`src/design/ppr_pkg.sv`:
```
// Package: payload types, constants and the sequencer microprogram for parent path rebuild.
package ppr_pkg;

  localparam int NODES       = 63;
  localparam int NODE_W      = 6;
  localparam int CNT_W       = 7;
  localparam int TABLE_DEPTH = 1 << NODE_W;
  localparam int STACK_DEPTH = NODES;
  localparam int STEP_W      = 3;

  typedef struct packed {
    logic              func;
    logic [NODE_W-1:0] node_index;
    logic [NODE_W-1:0] parent_value;
    logic [NODE_W-1:0] start_node;
    logic [NODE_W-1:0] end_node;
  } ppr_in_t;

  typedef struct packed {
    logic [NODE_W-1:0] path_node;
    logic              found;
    logic              last;
  } ppr_out_t;

  localparam logic FUNC_WRITE = 1'b0;
  localparam logic FUNC_QUERY = 1'b1;

  typedef logic [STEP_W-1:0] step_t;

  localparam step_t ST_IDLE  = 3'd0;
  localparam step_t ST_CHK   = 3'd1;
  localparam step_t ST_LINK  = 3'd2;
  localparam step_t ST_PUSH  = 3'd3;
  localparam step_t ST_START = 3'd4;
  localparam step_t ST_POP   = 3'd5;
  localparam step_t ST_EMIT  = 3'd6;
  localparam step_t ST_NF    = 3'd7;

  typedef enum logic [2:0] {
    C_QUERY,
    C_BAD,
    C_END,
    C_FULL,
    C_MISS,
    C_EMPTY,
    C_BUSY
  } cond_t;

  typedef struct packed {
    logic  take_in;
    logic  rd_ptab;
    logic  push_node;
    logic  push_start;
    logic  pop;
    logic  emit_path;
    logic  emit_nf;
    logic  act_on_false;
    cond_t cond;
    step_t tgt_t;
    step_t tgt_f;
  } ucode_t;

  function automatic ucode_t ucode_rom(input step_t pc);
    ucode_t w;
    w = '0;
    unique case (pc)
      ST_IDLE: begin
        w.take_in = 1'b1;
        w.cond    = C_QUERY;
        w.tgt_t   = ST_CHK;
        w.tgt_f   = ST_IDLE;
      end
      ST_CHK: begin
        w.rd_ptab = 1'b1;
        w.cond    = C_BAD;
        w.tgt_t   = ST_NF;
        w.tgt_f   = ST_LINK;
      end
      ST_LINK: begin
        w.cond  = C_END;
        w.tgt_t = ST_START;
        w.tgt_f = ST_PUSH;
      end
      ST_PUSH: begin
        w.push_node    = 1'b1;
        w.act_on_false = 1'b1;
        w.cond         = C_FULL;
        w.tgt_t        = ST_NF;
        w.tgt_f        = ST_CHK;
      end
      ST_START: begin
        w.push_start   = 1'b1;
        w.act_on_false = 1'b1;
        w.cond         = C_MISS;
        w.tgt_t        = ST_NF;
        w.tgt_f        = ST_POP;
      end
      ST_POP: begin
        w.pop          = 1'b1;
        w.act_on_false = 1'b1;
        w.cond         = C_EMPTY;
        w.tgt_t        = ST_IDLE;
        w.tgt_f        = ST_EMIT;
      end
      ST_EMIT: begin
        w.emit_path    = 1'b1;
        w.act_on_false = 1'b1;
        w.cond         = C_BUSY;
        w.tgt_t        = ST_EMIT;
        w.tgt_f        = ST_POP;
      end
      ST_NF: begin
        w.emit_nf      = 1'b1;
        w.act_on_false = 1'b1;
        w.cond         = C_BUSY;
        w.tgt_t        = ST_NF;
        w.tgt_f        = ST_IDLE;
      end
    endcase
    return w;
  endfunction

endpackage

```
`src/design/ppr_ram.sv`:
```
// Generic single-write, single-read RAM with registered read data.
module ppr_ram #(
  parameter int WIDTH = 8,
  parameter int DEPTH = 64
) (
  input  logic                     clk,
  input  logic                     we,
  input  logic [$clog2(DEPTH)-1:0] waddr,
  input  logic [WIDTH-1:0]         wdata,
  input  logic                     re,
  input  logic [$clog2(DEPTH)-1:0] raddr,
  output logic [WIDTH-1:0]         rdata
);

  logic [WIDTH-1:0] mem [DEPTH];
  logic [WIDTH-1:0] rdata_r;

  always_ff @(posedge clk) begin
    if (we) begin
      mem[waddr] <= wdata;
    end
    if (re) begin
      rdata_r <= mem[raddr];
    end
  end

  assign rdata = rdata_r;

endmodule

```
`src/design/parent_path_rebuild_top.sv`:
```
// Top level: microcoded path rebuild from a parent table.
// Holds a parent table for nodes 1..63. A write transaction (func 0) stores one
// parent entry. A query transaction (func 1) walks parent links from end_node
// until a node without a parent, then, if that node is start_node, returns the path
// from start to end, one node per output transaction, with last on the final one;
// otherwise a single transaction with found = 0 and last = 1. A walk that reaches a
// 63rd node that still has a parent counts as not found. Querying through a parent
// entry that was never written gives undefined results. Timing is set by an
// eight-step microprogram and the single read port of each table; a query lasts
// longer the more links it walks, plus any output stall. New input is taken only
// between queries; the output register lets a result wait while the next
// transaction is accepted.
module parent_path_rebuild_top (
  input  logic              clk,
  input  logic              rst_n,
  input  logic              in_valid,
  output logic              in_ready,
  input  ppr_pkg::ppr_in_t  in_data,
  output logic              out_valid,
  input  logic              out_ready,
  output ppr_pkg::ppr_out_t out_data
);

  import ppr_pkg::*;

  localparam int SAW = $clog2(STACK_DEPTH);

  step_t    pc_r, pc_nxt;
  ucode_t   uw;
  logic     cond_hit;
  logic     act;
  logic     in_acc;
  logic     out_busy;
  logic     emit;

  logic [CNT_W-1:0]  cnt_r, cnt_nxt, cnt_m1;
  logic [NODE_W-1:0] node_r, node_nxt;
  logic [NODE_W-1:0] start_r, start_nxt;
  logic              out_valid_r, out_valid_nxt;
  ppr_out_t          out_data_r, out_data_nxt;

  logic              ptab_we;
  logic [NODE_W-1:0] ptab_rd;
  logic              stk_we;
  logic              stk_re;
  logic [NODE_W-1:0] stk_wdata;
  logic [NODE_W-1:0] stk_rd;

  assign uw       = ucode_rom(pc_r);
  assign in_ready = uw.take_in;
  assign in_acc   = in_valid && in_ready;
  assign out_busy = out_valid_r && !out_ready;
  assign cnt_m1   = cnt_r - CNT_W'(1);

  always_comb begin
    unique case (uw.cond)
      C_QUERY: cond_hit = in_valid && (in_data.func == FUNC_QUERY);
      C_BAD:   cond_hit = (node_r == '0) || ({1'b0, node_r} > CNT_W'(NODES));
      C_END:   cond_hit = (ptab_rd == '0);
      C_FULL:  cond_hit = (cnt_r >= CNT_W'(NODES - 1));
      C_MISS:  cond_hit = (node_r != start_r);
      C_EMPTY: cond_hit = (cnt_r == '0);
      C_BUSY:  cond_hit = out_busy;
      default: cond_hit = 1'b0;
    endcase
  end

  assign act    = uw.act_on_false ? !cond_hit : 1'b1;
  assign pc_nxt = cond_hit ? uw.tgt_t : uw.tgt_f;
  assign emit   = act && (uw.emit_path || uw.emit_nf);

  assign ptab_we = in_acc && (in_data.func == FUNC_WRITE) && (in_data.node_index != '0) &&
                   ({1'b0, in_data.node_index} <= CNT_W'(NODES));

  assign stk_we    = act && (uw.push_node || uw.push_start);
  assign stk_re    = act && uw.pop;
  assign stk_wdata = uw.push_node ? node_r : start_r;

  ppr_ram #(
    .WIDTH (NODE_W),
    .DEPTH (TABLE_DEPTH)
  ) u_ptab (
    .clk   (clk),
    .we    (ptab_we),
    .waddr (in_data.node_index),
    .wdata (in_data.parent_value),
    .re    (uw.rd_ptab),
    .raddr (node_r),
    .rdata (ptab_rd)
  );

  ppr_ram #(
    .WIDTH (NODE_W),
    .DEPTH (STACK_DEPTH)
  ) u_stack (
    .clk   (clk),
    .we    (stk_we),
    .waddr (cnt_r[SAW-1:0]),
    .wdata (stk_wdata),
    .re    (stk_re),
    .raddr (cnt_m1[SAW-1:0]),
    .rdata (stk_rd)
  );

  always_comb begin
    node_nxt      = node_r;
    start_nxt     = start_r;
    cnt_nxt       = cnt_r;
    out_valid_nxt = out_valid_r;
    out_data_nxt  = out_data_r;
    if (in_acc) begin
      node_nxt  = in_data.end_node;
      start_nxt = in_data.start_node;
      cnt_nxt   = '0;
    end
    if (act && uw.push_node) begin
      node_nxt = ptab_rd;
    end
    if (stk_we) begin
      cnt_nxt = cnt_r + CNT_W'(1);
    end else if (stk_re) begin
      cnt_nxt = cnt_m1;
    end
    if (emit) begin
      out_valid_nxt = 1'b1;
      if (uw.emit_path) begin
        out_data_nxt.path_node = stk_rd;
        out_data_nxt.found     = 1'b1;
        out_data_nxt.last      = (cnt_r == '0);
      end else begin
        out_data_nxt.path_node = '0;
        out_data_nxt.found     = 1'b0;
        out_data_nxt.last      = 1'b1;
      end
    end else if (out_ready) begin
      out_valid_nxt = 1'b0;
    end
  end

  always_ff @(posedge clk) begin
    if (!rst_n) begin
      pc_r        <= ST_IDLE;
      cnt_r       <= '0;
      out_valid_r <= 1'b0;
    end else begin
      pc_r        <= pc_nxt;
      cnt_r       <= cnt_nxt;
      out_valid_r <= out_valid_nxt;
    end
  end

  always_ff @(posedge clk) begin
    node_r     <= node_nxt;
    start_r    <= start_nxt;
    out_data_r <= out_data_nxt;
  end

  assign out_valid = out_valid_r;
  assign out_data  = out_data_r;

`ifndef SYNTHESIS
  a_emit_free: assert property (@(posedge clk) disable iff (!rst_n)
    emit |-> !out_busy)
    else $error("result loaded while output register still occupied");

  a_cnt_bound: assert property (@(posedge clk) disable iff (!rst_n)
    cnt_r <= CNT_W'(NODES))
    else $error("path stack depth out of range");

  a_nf_form: assert property (@(posedge clk) disable iff (!rst_n)
    (out_valid_r && !out_data_r.found) |-> (out_data_r.last && out_data_r.path_node == '0))
    else $error("not-found result malformed");

  a_idle_only: assert property (@(posedge clk) disable iff (!rst_n)
    (pc_r == ST_EMIT && !out_busy && cnt_r == '0) |=> (pc_r == ST_POP && cnt_r == '0))
    else $error("sequencer left path emission without draining stack");
`endif

endmodule

```
`config.mk`:
```
export PLATFORM = sky130hd
export DESIGN_NAME = parent_path_rebuild_top
export DESIGN_NICKNAME = d
export VERILOG_FILES = /design/src/design/ppr_pkg.sv /design/src/design/ppr_ram.sv /design/src/design/parent_path_rebuild_top.sv
export SDC_FILE = /design/constraint.sdc
export NUM_CORES = 1
export LEC_CHECK = 0
export ABC_AREA = 1
export BUFFER_PORTS_ARGS = -buffer_cell sky130_fd_sc_hd__buf_2
export CAP_MARGIN = 20
export CELL_PAD_IN_SITES_DETAIL_PLACEMENT = 1
export CELL_PAD_IN_SITES_GLOBAL_PLACEMENT = 2
export CORE_MARGIN = 1.5
export CORE_UTILIZATION = 40
export DETAILED_ROUTE_END_ITERATION = 16
export PLACE_DENSITY = 0.76
export SYNTH_ARGS = -nofsm -noshare
export SYNTH_HDL_FRONTEND = slang
export SYNTH_SLANG_ARGS = --single-unit
```
`constraint.sdc`:
```
create_clock -name clk -period 5.3 [get_ports clk]
set_input_delay 1.06 -clock clk [delete_from_list [all_inputs] [get_ports clk]]
set_output_delay 1.06 -clock clk [all_outputs]
set_load 0.1 [all_outputs]
```
==> results by group, run 1 <==
Setup path
  • Largest fanout on the critical path: a little under 100
  • Startpoint types: flop
  • Reg2reg path depth: 6
  • Worst r2r src: cnt_r[0]
  • CP required: around 5.6 ns
  • Crit. End Element: flop
  • Flop-to-flop setup slack: about 1.6 ns
  • Setup CP Type: reg2reg
  • Arr. time, crit path: between 3 and 4 ns
  • Worst r2r dst: u_stack.mem[31][0]

Die
  • Rows: 105
  • Die width: 290.8 um
  • Starting Density: about two fifths
  • Die area: approximately 85000 um2
  • # IOs: 39
  • Die H: just under 300 um
  • Core area: roughly 82000 um2

Clock tree
  • Clk buf depth: 3
  • Worst-Skew Late Latency: about 0.64 ns
  • Post-cts hold buffer count: 0
  • Clock buffer count from CTS: between 80 and 90
  • Postcts setup bufs: 0
  • Resize count post-CTS: 0
  • Clock root buffer: clkbuf_16
  • Reg clk slew, reported paths: 0.06 ns
  • Sink Count: just over 800
  • CTS tree: yes
  • Htree depth: 3

Yosys
  • Main synth FF type: edfxtp_1
  • Syn Area/Cell: roughly 12 um2
  • Post-synthesis xor/xnor area fraction: less than 1%
  • Synthesized area: approximately 33000 um2
  • Yosys reg bits: 805
  • Area leader, netlist: edfxtp_1
  • Commonest cells post-synth: 794 x edfxtp_1, 639 x nor2_1, 422 x o21ai_0
  • Gate Count Post-Synth: 2705
  • Post-synth EDFFs: between 700 and 800
  • Mux share of post-synthesis cell area: 0%
  • Simple-Gate Fraction of Synth Area: roughly an eighth
  • Synth Area in Compound Gates: between 10% and 20%
  • Register area share after synthesis: between 70% and 80%
  • Cell with the most instances after synthesis: edfxtp_1
  • Total of warnings raised by yosys: 0
  • Netlist cell types: 45
  • Ranking of synthesized cells by area: edfxtp_1 72%, nor2_1 7.2%, o21ai_0 6.4%
  • Async set-or-reset flop fraction in the synthesized netlist: 0%
  • Top cell type's share of synthesized area: 71.98%
  • Synth Area in Adders: less than 1%
  • Largest family of logic cells by synthesized area: simple AND/OR/NAND/NOR gates

Cells and area
  • Storage cell area: roughly 24000 um2
  • Multi-input gate area: roughly 8200 um2
  • Final Cell Area: 36830 um2
  • Layout cells sized above 1: 8.672%
  • Area growth syn-to-layout: 11.18%
  • Nets: between 2000 and 3000
  • # fillers: about 8500

Routing
  • Post-DR vias/cell: around 5.6
  • Mean routed wirelength per cell: 24.46 um
  • Post-DRT Antenna Nets: 0
  • Total Wirelength: between 90000 and 100000 um
  • Pre-Repair DR Iteration Count: 6
  • Drt drc: 0
  • Iteration-0 DRC Markers: about 1700
  • DR vias: 21320

Placed design
  • IO Port Bufs: 38
  • Placed wire-length estimate: approximately 56000 um
  • DP Area: 34280 um2
  • Placer Congestion: around 0.81

Worst hold path
  • Hold path start: out_valid
  • Worst hold path depth: 2
  • Worst Hold End: out_valid
  • HP Class: reg2reg

GRT
  • First-pass GRT wire length: approximately 140000 um
  • Initial antenna violation count: 4
  • Number of global-route vias before repair: 22460
  • Largest net degree at the start of global routing: 196
  • GRT Resource Usage Total: between 20% and 30%
  • Grt ovf: 0

Flow run
  • Maxcap violations: 0

Power and ir drop
  • Power Density: roughly 530 nW/um2
  • Worst IR Drop VDD: between 0.0004 and 0.0005 V
  • Total power: ~20 mW
  • Leakage Power: approximately 12 nW

STA
  • Fin. Hold Viols: 0
  • Skew final: about 0.023 ns
  • Final Max Tran Viols: 0
  • Max Fclk: roughly 270 MHz
  • TNS Setup: 0 ns
  • Least-Margin Pin Slew: 1.128 ns
  • Relative slew slack: 24.69%
  • Crit share post-route: 69.00%
  • Period minus WS final: between 3 and 4 ns
  • Final setup violation count: 0
  • Unrepaired setup endpoints after global routing: no

Status
  • Status: complete, no violations
## routing by layer
layer | track usage [%] | wire, um
met5 | 0 | 0
met1 | 27.88 | 38360
met2 | 39.33 | 47890
met4 | 7.164 | 2815
met3 | 3.296 | 4542
## worst max-delay path, cell delays in order, from the launching register on
cell and delay, ns:
dfxtp_4 0.36, buf_4 0.73, buf_4 0.89, nand3_1 0.29, inv_1 0.18, nand2_2 0.25
nor2_1 0.48
## kinds of logic (layout without fill, tap and decap cells)
| family | Yosys count | count (layout) |
|---|---|---|
| buffers and inverters | 233 | 279 |
| AO/OA/AOI/OAI | 649 | 649 |
| other | 1 | 7 |
| flip-flops | 805 | 805 |
| adder cells (fa/ha/maj) | 3 | 3 |
| AND/OR/NAND/NOR | 1006 | 1006 |
| XOR/XNOR | 8 | 8 |
## worst max-delay path by stage
stage,startpoint,endpoint,slack (ns)
after floorplan,pc_r[0],u_stack.mem[0][0],1.30
after global placement,in_data[21],u_ptab.mem[8][2],1.63
after detailed placement,in_data[21],u_ptab.mem[7][5],1.44
after CTS,cnt_r[0],u_stack.mem[55][5],1.58
after global routing,cnt_r[0],u_stack.mem[55][5],1.36
final,cnt_r[0],u_stack.mem[31][0],1.64
## report_power, final
group	switching (mW)	internal [mW]	leakage, nW	total, mW
clock	2.41	3.14	1.24	5.55
sequential	0.123	7.48	7.23	7.61
combinational	4.86	1.64	3.47	6.50
total	7.39	12.3	11.9	19.7
## sequential cells by signal (all words and copies together) (netlist names)
signal / flops
u_ptab.mem: 384
u_stack.mem: 378
out_data: 8
cnt_r: 7
node_r: 6
start_r: 6
u_ptab.rdata: 6
u_stack.rdata: 6
pc_r: 3
out_valid: 1
## layout by cell type (no fill, tap or decap), drive strengths merged, types with 2 or more instances in the layout
cell type and count:
edfxtp 794, nor2 644, o21ai 426, nand2 218, o211ai 119, nand3 111, clkbuf 110, o22ai 78
inv 67, buf 64, clkinv 33, nand4 26, a21oi 21, dfxtp 11, xor2 8, conb 6
or2 3, bufinv 3, ha 3, clkinvlp 2, nor4 2
## layout make-up
cell class | count | area share [%]
tap | 1070 | 3.635
antenna | 1 | 0.006795
sequential | 805 | 65.35
clock inverter | 41 | 0.8086
clock buffer | 110 | 6.112
timing repair buffer | 64 | 1.155
multi-input combinational | 1672 | 22.24
inverter | 64 | 0.6998
## stage by stage
step	setup slack [ns]	hold slack [ns]	std cells	util, %
after global routing	1.356	0.5646	3826	44.92
after detailed placement	1.442	0.5405	3675	41.81
after floorplan	1.304	0.5192	2710	-
after global placement	1.629	0.5264	3675	41.81
final	1.643	0.5351	3827	44.93
after CTS	1.583	0.5495	3826	44.92
(Power assumes the default switching activity.)
==> run 2: changes to the inputs <==
--- a/config.mk
+++ b/config.mk
@@ -13,7 +13,7 @@
 export CORE_MARGIN = 1.5
 export CORE_UTILIZATION = 40
 export DETAILED_ROUTE_END_ITERATION = 16
-export PLACE_DENSITY = 0.76
+export PLACE_DENSITY = 0.78
 export SYNTH_ARGS = -nofsm -noshare
 export SYNTH_HDL_FRONTEND = slang
 export SYNTH_SLANG_ARGS = --single-unit
==> constraint.sdc (replaced) <==
create_clock -name clk -period 3.25 [get_ports clk]
set_input_delay 0.65 -clock clk [delete_from_list [all_inputs] [get_ports clk]]
set_output_delay 0.65 -clock clk [all_outputs]
set_load 0.1 [all_outputs]
==> results by group, run 2 (synthesis results as in run 1) <==
Flow run
  • Maxcap violations: 0

Clock tree
  • Clock buffer count from CTS: between 80 and 90
  • Sink Count: a little over 800
  • Clk buf depth: 3
  • CTS tree: yes
  • Clock root buffer: clkbuf_16
  • Htree depth: 3
  • Postcts setup bufs: 0
  • Reg clk slew, reported paths: ~0.060 ns
  • Worst-Skew Late Latency: between 0.6 and 0.7 ns
  • Resize count post-CTS: 0
  • Post-cts hold buffer count: 0

Routing
  • Pre-Repair DR Iteration Count: 5
  • DR vias: between 20000 and 25000
  • Drt drc: 0
  • Post-DRT Antenna Nets: 0
  • Iteration-0 DRC Markers: ~1900
  • Mean routed wirelength per cell: 24.13 um
  • Post-DR vias/cell: roughly 5.6
  • Total Wirelength: about 94000 um

Cells and area
  • Max reg flops: 384
  • Multi-input gate area: just over 8000 um2
  • # fillers: ~8500
  • Storage cell area: 24070 um2
  • Highest-count cells in the layout ignoring fill and taps: 794 x edfxtp_1, 639 x nor2_1, 416 x o21ai_0
  • Final Core Density: a little under half
  • Area growth syn-to-layout: 14.10%
  • Most common cell after layout, fill and taps aside: edfxtp_1
  • Largest Register: u_ptab.mem
  • Layout cells sized above 1: between 10% and 20%
  • Nets: approximately 2800
  • Antenna Cells: 0

STA
  • Crit share post-route: between 80% and 90%
  • Max Fclk: 351.7 MHz
  • Skew final: around 0.028 ns
  • Final Max Tran Viols: 0
  • Fin. Hold Viols: 0
  • Unrepaired setup endpoints after global routing: no
  • Period minus WS final: 2.843 ns
  • Least-Margin Pin Slew: about 1.1 ns
  • Relative slew slack: 29.53%
  • Final setup violation count: 0
  • Hold_ws: ~0.19 ns

Worst hold path
  • Hold path start: in_data[7]
  • Worst Hold End: start_r[1]
  • Worst hold path depth: 1
  • HP Class: in2reg

Placed design
  • IO Port Bufs: 38
  • Placed wire-length estimate: about 58000 um
  • Placer Congestion: between 0.8 and 0.9

Power and ir drop
  • Seq pwr share: 37.3%
  • Worst IR Drop VDD: approximately 0.00062 V
  • Total power: approximately 33 mW
  • P_sw: between 10 and 15 mW
  • Leakage Power: ~13 nW
  • Clock share of power: between 20 and 30%
  • Power Density: just under 900 nW/um2
  • Sw Share: 37.39%
  • Comb pwr share: about 33%
  • Pint: 20.71 mW

GRT
  • GRT Resource Usage Total: ~22%
  • Initial antenna violation count: 3
  • Largest net degree at the start of global routing: about 190
  • Number of global-route vias before repair: 22500
  • First-pass GRT wire length: around 140000 um
  • Grt ovf: 0

Setup path
  • Setup CP Type: reg2reg
  • Reg2reg path depth: 10
  • Startpoint types: flop
  • Worst r2r dst: u_stack.mem[41][1]
  • Worst r2r src: node_r[5]
  • Largest fanout on the critical path: 14
  • Arr. time, crit path: between 3 and 4 ns
  • Flop-to-flop setup slack: 0.41 ns
  • Crit. End Element: flop
  • CP required: 3.52 ns

Die
  • # IOs: 39
  • Die area: roughly 85000 um2
  • Core area: just over 80000 um2
  • Starting Density: about 40%
  • Rows: roughly 110
  • Die width: 290.8 um
  • Die H: just under 300 um

Status
  • Status: complete, no violations
[run 2: cell count changes in the layout (fill, tap and decap cells not counted), moves of 2 or more]
cell | before | now
buf_4 | 30 | 98
clkbuf_1 | 22 | 11
buf_12 | 2 | 12
clkinv_2 | 12 | 20
bufinv_16 | 3 | 9
clkbuf_8 | 3 | 0
clkinvlp_4 | 2 | 5
inv_6 | 2 | 5
clkinv_1 | 21 | 19
[run 2: per-layer routing]
metal | part of all wire (%) | wire length (um) | GRT usage, %
met1 | 43 | 40830 | 29.50
met2 | 50 | 47280 | 38.30
met3 | 3.8 | 3606 | 2.401
met4 | 2.8 | 2673 | 6.985
met5 | 0 | 0 | 0
[run 2: cell type report]
class                           instances  area share, %
Clock inverter                         61          1.546
Tap cell                             1070          3.542
Sequential cell                       805          63.68
Clock buffer                           97          5.803
Multi-Input combinational cell       1672          21.67
Inverter                               64         0.6820
Timing Repair Buffer                  143          3.079
[run 2: worst max-delay path by stage]
stage	cells after the start	slack, ns	to	startpoint
3_5_place_dp	10	0.40	u_stack.mem[3][1]	node_r[5]
6_report	10	0.41	u_stack.mem[41][1]	node_r[5]
5_1_grt	9	0.24	u_ptab.rdata[4]	node_r[0]
3_3_place_gp	9	0.51	u_stack.mem[3][0]	node_r[0]
2_1_floorplan	5	-0.75	u_stack.mem[0][0]	pc_r[0]
4_1_cts	10	0.40	u_stack.mem[41][1]	node_r[5]
[run 2: stage by stage]
stage / setup WS, ns / instances / setup TNS (ns) / cell area (um2)
after floorplan: -0.7464 / 2710 / -282.15 / 33140
after global placement: 0.5079 / 3753 / 0 / 34990
after detailed placement: 0.4028 / 3754 / 0 / 35020
after CTS: 0.3963 / 3912 / 0 / 37790
after global routing: 0.2379 / 3912 / 0 / 37790
final: 0.4070 / 3912 / 0 / 37790
[run 2: power groups by stage]
| stage | clock network, mW | logic (mW) | registers (mW) |
|---|---|---|---|
| after floorplan | 0 | 6.88 | 12.6 |
| after global placement | 0 | 10.7 | 12.6 |
| after detailed placement | 0 | 10.9 | 12.6 |
| after CTS | 9.96 | 11.0 | 12.3 |
| after global routing | 10.3 | 11.9 | 12.4 |
| final | 9.81 | 10.9 | 12.3 |
[run 2: critical path: stages (launching register included)]
cell and delay, ns:
edfxtp_1 0.43, inv_1 0.18, nand2_1 0.10, nand2_1 0.05
nor2_1 0.11, nand3_1 0.13, nand2_4 0.21, nand4_4 0.15
inv_4 0.21, nand4_4 0.34, nor2_1 0.54
==> run 3: changes to the inputs <==
--- a/config.mk
+++ b/config.mk
@@ -11,9 +11,10 @@
 export CELL_PAD_IN_SITES_DETAIL_PLACEMENT = 1
 export CELL_PAD_IN_SITES_GLOBAL_PLACEMENT = 2
 export CORE_MARGIN = 1.5
-export CORE_UTILIZATION = 40
+export CORE_UTILIZATION = 39
 export DETAILED_ROUTE_END_ITERATION = 16
 export PLACE_DENSITY = 0.78
 export SYNTH_ARGS = -nofsm -noshare
 export SYNTH_HDL_FRONTEND = slang
+export SYNTH_HIERARCHICAL = 1
 export SYNTH_SLANG_ARGS = --single-unit
==> results by group, run 3 <==
Worst hold path
  • Hold path start: in_data[11]
  • HP Class: in2reg

Power and ir drop
  • Power Density: slightly above 900 nW/um2
  • Comb pwr share: 35.3%
  • Pint: roughly 22 mW
  • Worst IR Drop VDD: 0.0005928 V
  • Sw Share: between 30% and 40%
  • P_sw: around 13 mW
  • Clock share of power: 29.3%
  • Leakage Power: 13.94 nW
  • Seq pwr share: 35.4%

Setup path
  • Reg2reg path depth: 12
  • Arr. time, crit path: 3.08 ns
  • CP Capture Point: u_stack/mem[7][1]
  • Flop-to-flop setup slack: about 0.42 ns
  • Startpoint types: flop
  • Setup CP Type: reg2reg
  • Largest fanout on the critical path: 9
  • Crit. End Element: flop
  • Worst r2r src: cnt_r[1]
  • Critical Path Source: cnt_r[1]
  • Worst r2r dst: u_stack/mem[7][1]
  • CP required: around 3.5 ns

Cells and area
  • # fillers: about 9100
  • Highest-count cells in the layout ignoring fill and taps: 1031 x nand2_1, 794 x edfxtp_1, 672 x nand3_1
  • Nets: roughly 3100
  • Antenna Cells: 0
  • Max reg flops: between 300 and 400
  • Layout cells sized above 1: about a tenth
  • Final Non-Filler Cells: 4271
  • Area growth syn-to-layout: 13.54%
  • Most common cell after layout, fill and taps aside: nand2_1
  • Largest Register: u_ptab/mem

Routing
  • DR vias: 22790
  • Mean routed wirelength per cell: 22.35 um
  • Post-DR vias/cell: about 5.3
  • Pre-Repair DR Iteration Count: 5
  • Post-DRT Antenna Nets: 0
  • Iteration-0 DRC Markers: around 1700
  • Drt drc: 0
  • Total Wirelength: 95440 um

Clock tree
  • CTS tree: yes
  • Clock root buffer: clkbuf_16
  • Clock buffer count from CTS: 87
  • Reg clk slew, reported paths: about 0.060 ns
  • Worst-Skew Late Latency: 0.64 ns
  • Clk buf depth: 3
  • Post-cts hold buffer count: 0
  • Resize count post-CTS: 0
  • Sink Count: just over 800
  • Postcts setup bufs: 0
  • Htree depth: 3

GRT
  • Grt ovf: 0
  • First-pass GRT wire length: between 100000 and 150000 um
  • Number of global-route vias before repair: 23940
  • Initial antenna violation count: 1
  • Largest net degree at the start of global routing: ~140
  • GRT Resource Usage Total: a little over a fifth

Yosys
  • Async set-or-reset flop fraction in the synthesized netlist: 0%
  • Post-synth EDFFs: 794
  • Main synth FF type: edfxtp_1
  • Register area share after synthesis: between 70% and 80%
  • Top cell type's share of synthesized area: between 70% and 80%
  • Yosys reg bits: 805
  • Total of warnings raised by yosys: 6
  • Area leader, netlist: edfxtp_1
  • Syn_nets: ~3000
  • Syn Area/Cell: between 10 and 15 um2
  • Gate Count Post-Synth: approximately 3000
  • Netlist cell types: 33
  • Cell with the most instances after synthesis: nand2_1
  • Ranking of synthesized cells by area: edfxtp_1 70%, nand2_1 11%, nand3_1 9.9%
  • Commonest cells post-synth: 1031 x nand2_1, 794 x edfxtp_1, 672 x nand3_1
  • Synthesized area: roughly 34000 um2

STA
  • Least-Margin Pin Slew: between 0.9 and 1 ns
  • Hold_ws: 0.2033 ns
  • Max Fclk: 353.8 MHz
  • Final setup violation count: 0
  • Period minus WS final: between 2 and 3 ns
  • Unrepaired setup endpoints after global routing: no
  • Final Max Tran Viols: 0
  • Skew final: roughly 0.023 ns
  • Crit share post-route: between 80 and 90%
  • Fin. Hold Viols: 0
  • Relative slew slack: roughly 38%

Die
  • Core area: 85680 um2
  • # IOs: 39
  • Starting Density: between 30 and 40%
  • Die area: 88660 um2
  • Die H: a little under 300 um
  • Die width: a little under 300 um
  • Rows: around 110

Placed design
  • Placer Congestion: 0.8161
  • Placed wire-length estimate: around 60000 um
  • Cell count after placement: about 4100
  • IO Port Bufs: 38

Flow run
  • Maxcap violations: 0

Status
  • Status: complete, no violations
run 3: per-stage QoR:
stage          power [mW]  cell area, um2  setup slack, ns  util [%]  setup TNS [ns]
2_1_floorplan       20.66           33880          -0.8435         -         -318.85
3_3_place_gp        24.81           35540           0.5472     41.48               0
3_5_place_dp        25.03           35540           0.4243     41.48               0
4_1_cts             35.27           38470           0.4005     44.90               0
5_1_grt             36.77           38470           0.1511     44.90               0
6_report            34.97           38470           0.4239     44.90               0
run 3: metal layers:
layer	part of all wire [%]	track usage, %	vias to the layer above
met5	0.012	0	-
met4	3.2	7.289	2
met3	3.7	2.421	155
met2	51	37.87	478
met1	42	27.48	11540
li1	-	-	10610
run 3: layout make-up:
type	instances	area, um2	share of cell area [%]
clock buffers	100	2266	5.890
clock inverters	56	663.1	1.724
inverters	68	270.3	0.7025
multi-input cells	1968	8678	22.56
flip-flops and latches	805	24060	62.55
well taps	1144	1431	3.721
repair buffers	130	1099	2.856
run 3: worst max-delay path, stage by stage (launching register included):
cell and delay (ns):
dfxtp_1 0.44, inv_1 0.10, ha_1 0.19, nand2_1 0.09, inv_1 0.04, nand3_1 0.10
nor2_2 0.05, nor2_2 0.13, nand4_2 0.16, inv_1 0.25, nand4_1 0.13, buf_4 0.23
nor2_1 0.54
run 3: power by group through the flow:
stage | Combinational (mW) | Sequential, mW | Clock, mW
3_5_place_dp | 12.4 | 12.6 | 0
3_3_place_gp | 12.2 | 12.6 | 0
6_report | 12.4 | 12.4 | 10.2
4_1_cts | 12.5 | 12.4 | 10.4
2_1_floorplan | 8.01 | 12.6 | 0
5_1_grt | 13.6 | 12.4 | 10.7
run 3: worst min-delay path by stage:
| stage | endpoint | slack, ns | cells after the start |
|---|---|---|---|
| after floorplan | out_data[2] | 0.52 | 2 |
| after global placement | out_valid | 0.51 | 2 |
| after detailed placement | out_valid | 0.51 | 2 |
| after CTS | start_r[5] | 0.18 | 1 |
| after global routing | start_r[5] | 0.19 | 1 |
| final | start_r[5] | 0.20 | 1 |
run 3: cells by family (layout without fill, tap and decap cells):
group / count (synthesis) / after routing / share of synthesized area (%)
fa+ha+maj: 4 / 4 / 0.1477
simple gates: 1936 / 1936 / 24.61
buf+inv: 242 / 354 / 3.652
xor+xnor: 10 / 10 / 0.2585
flops: 805 / 805 / 71.02
compound gates: 18 / 18 / 0.3139
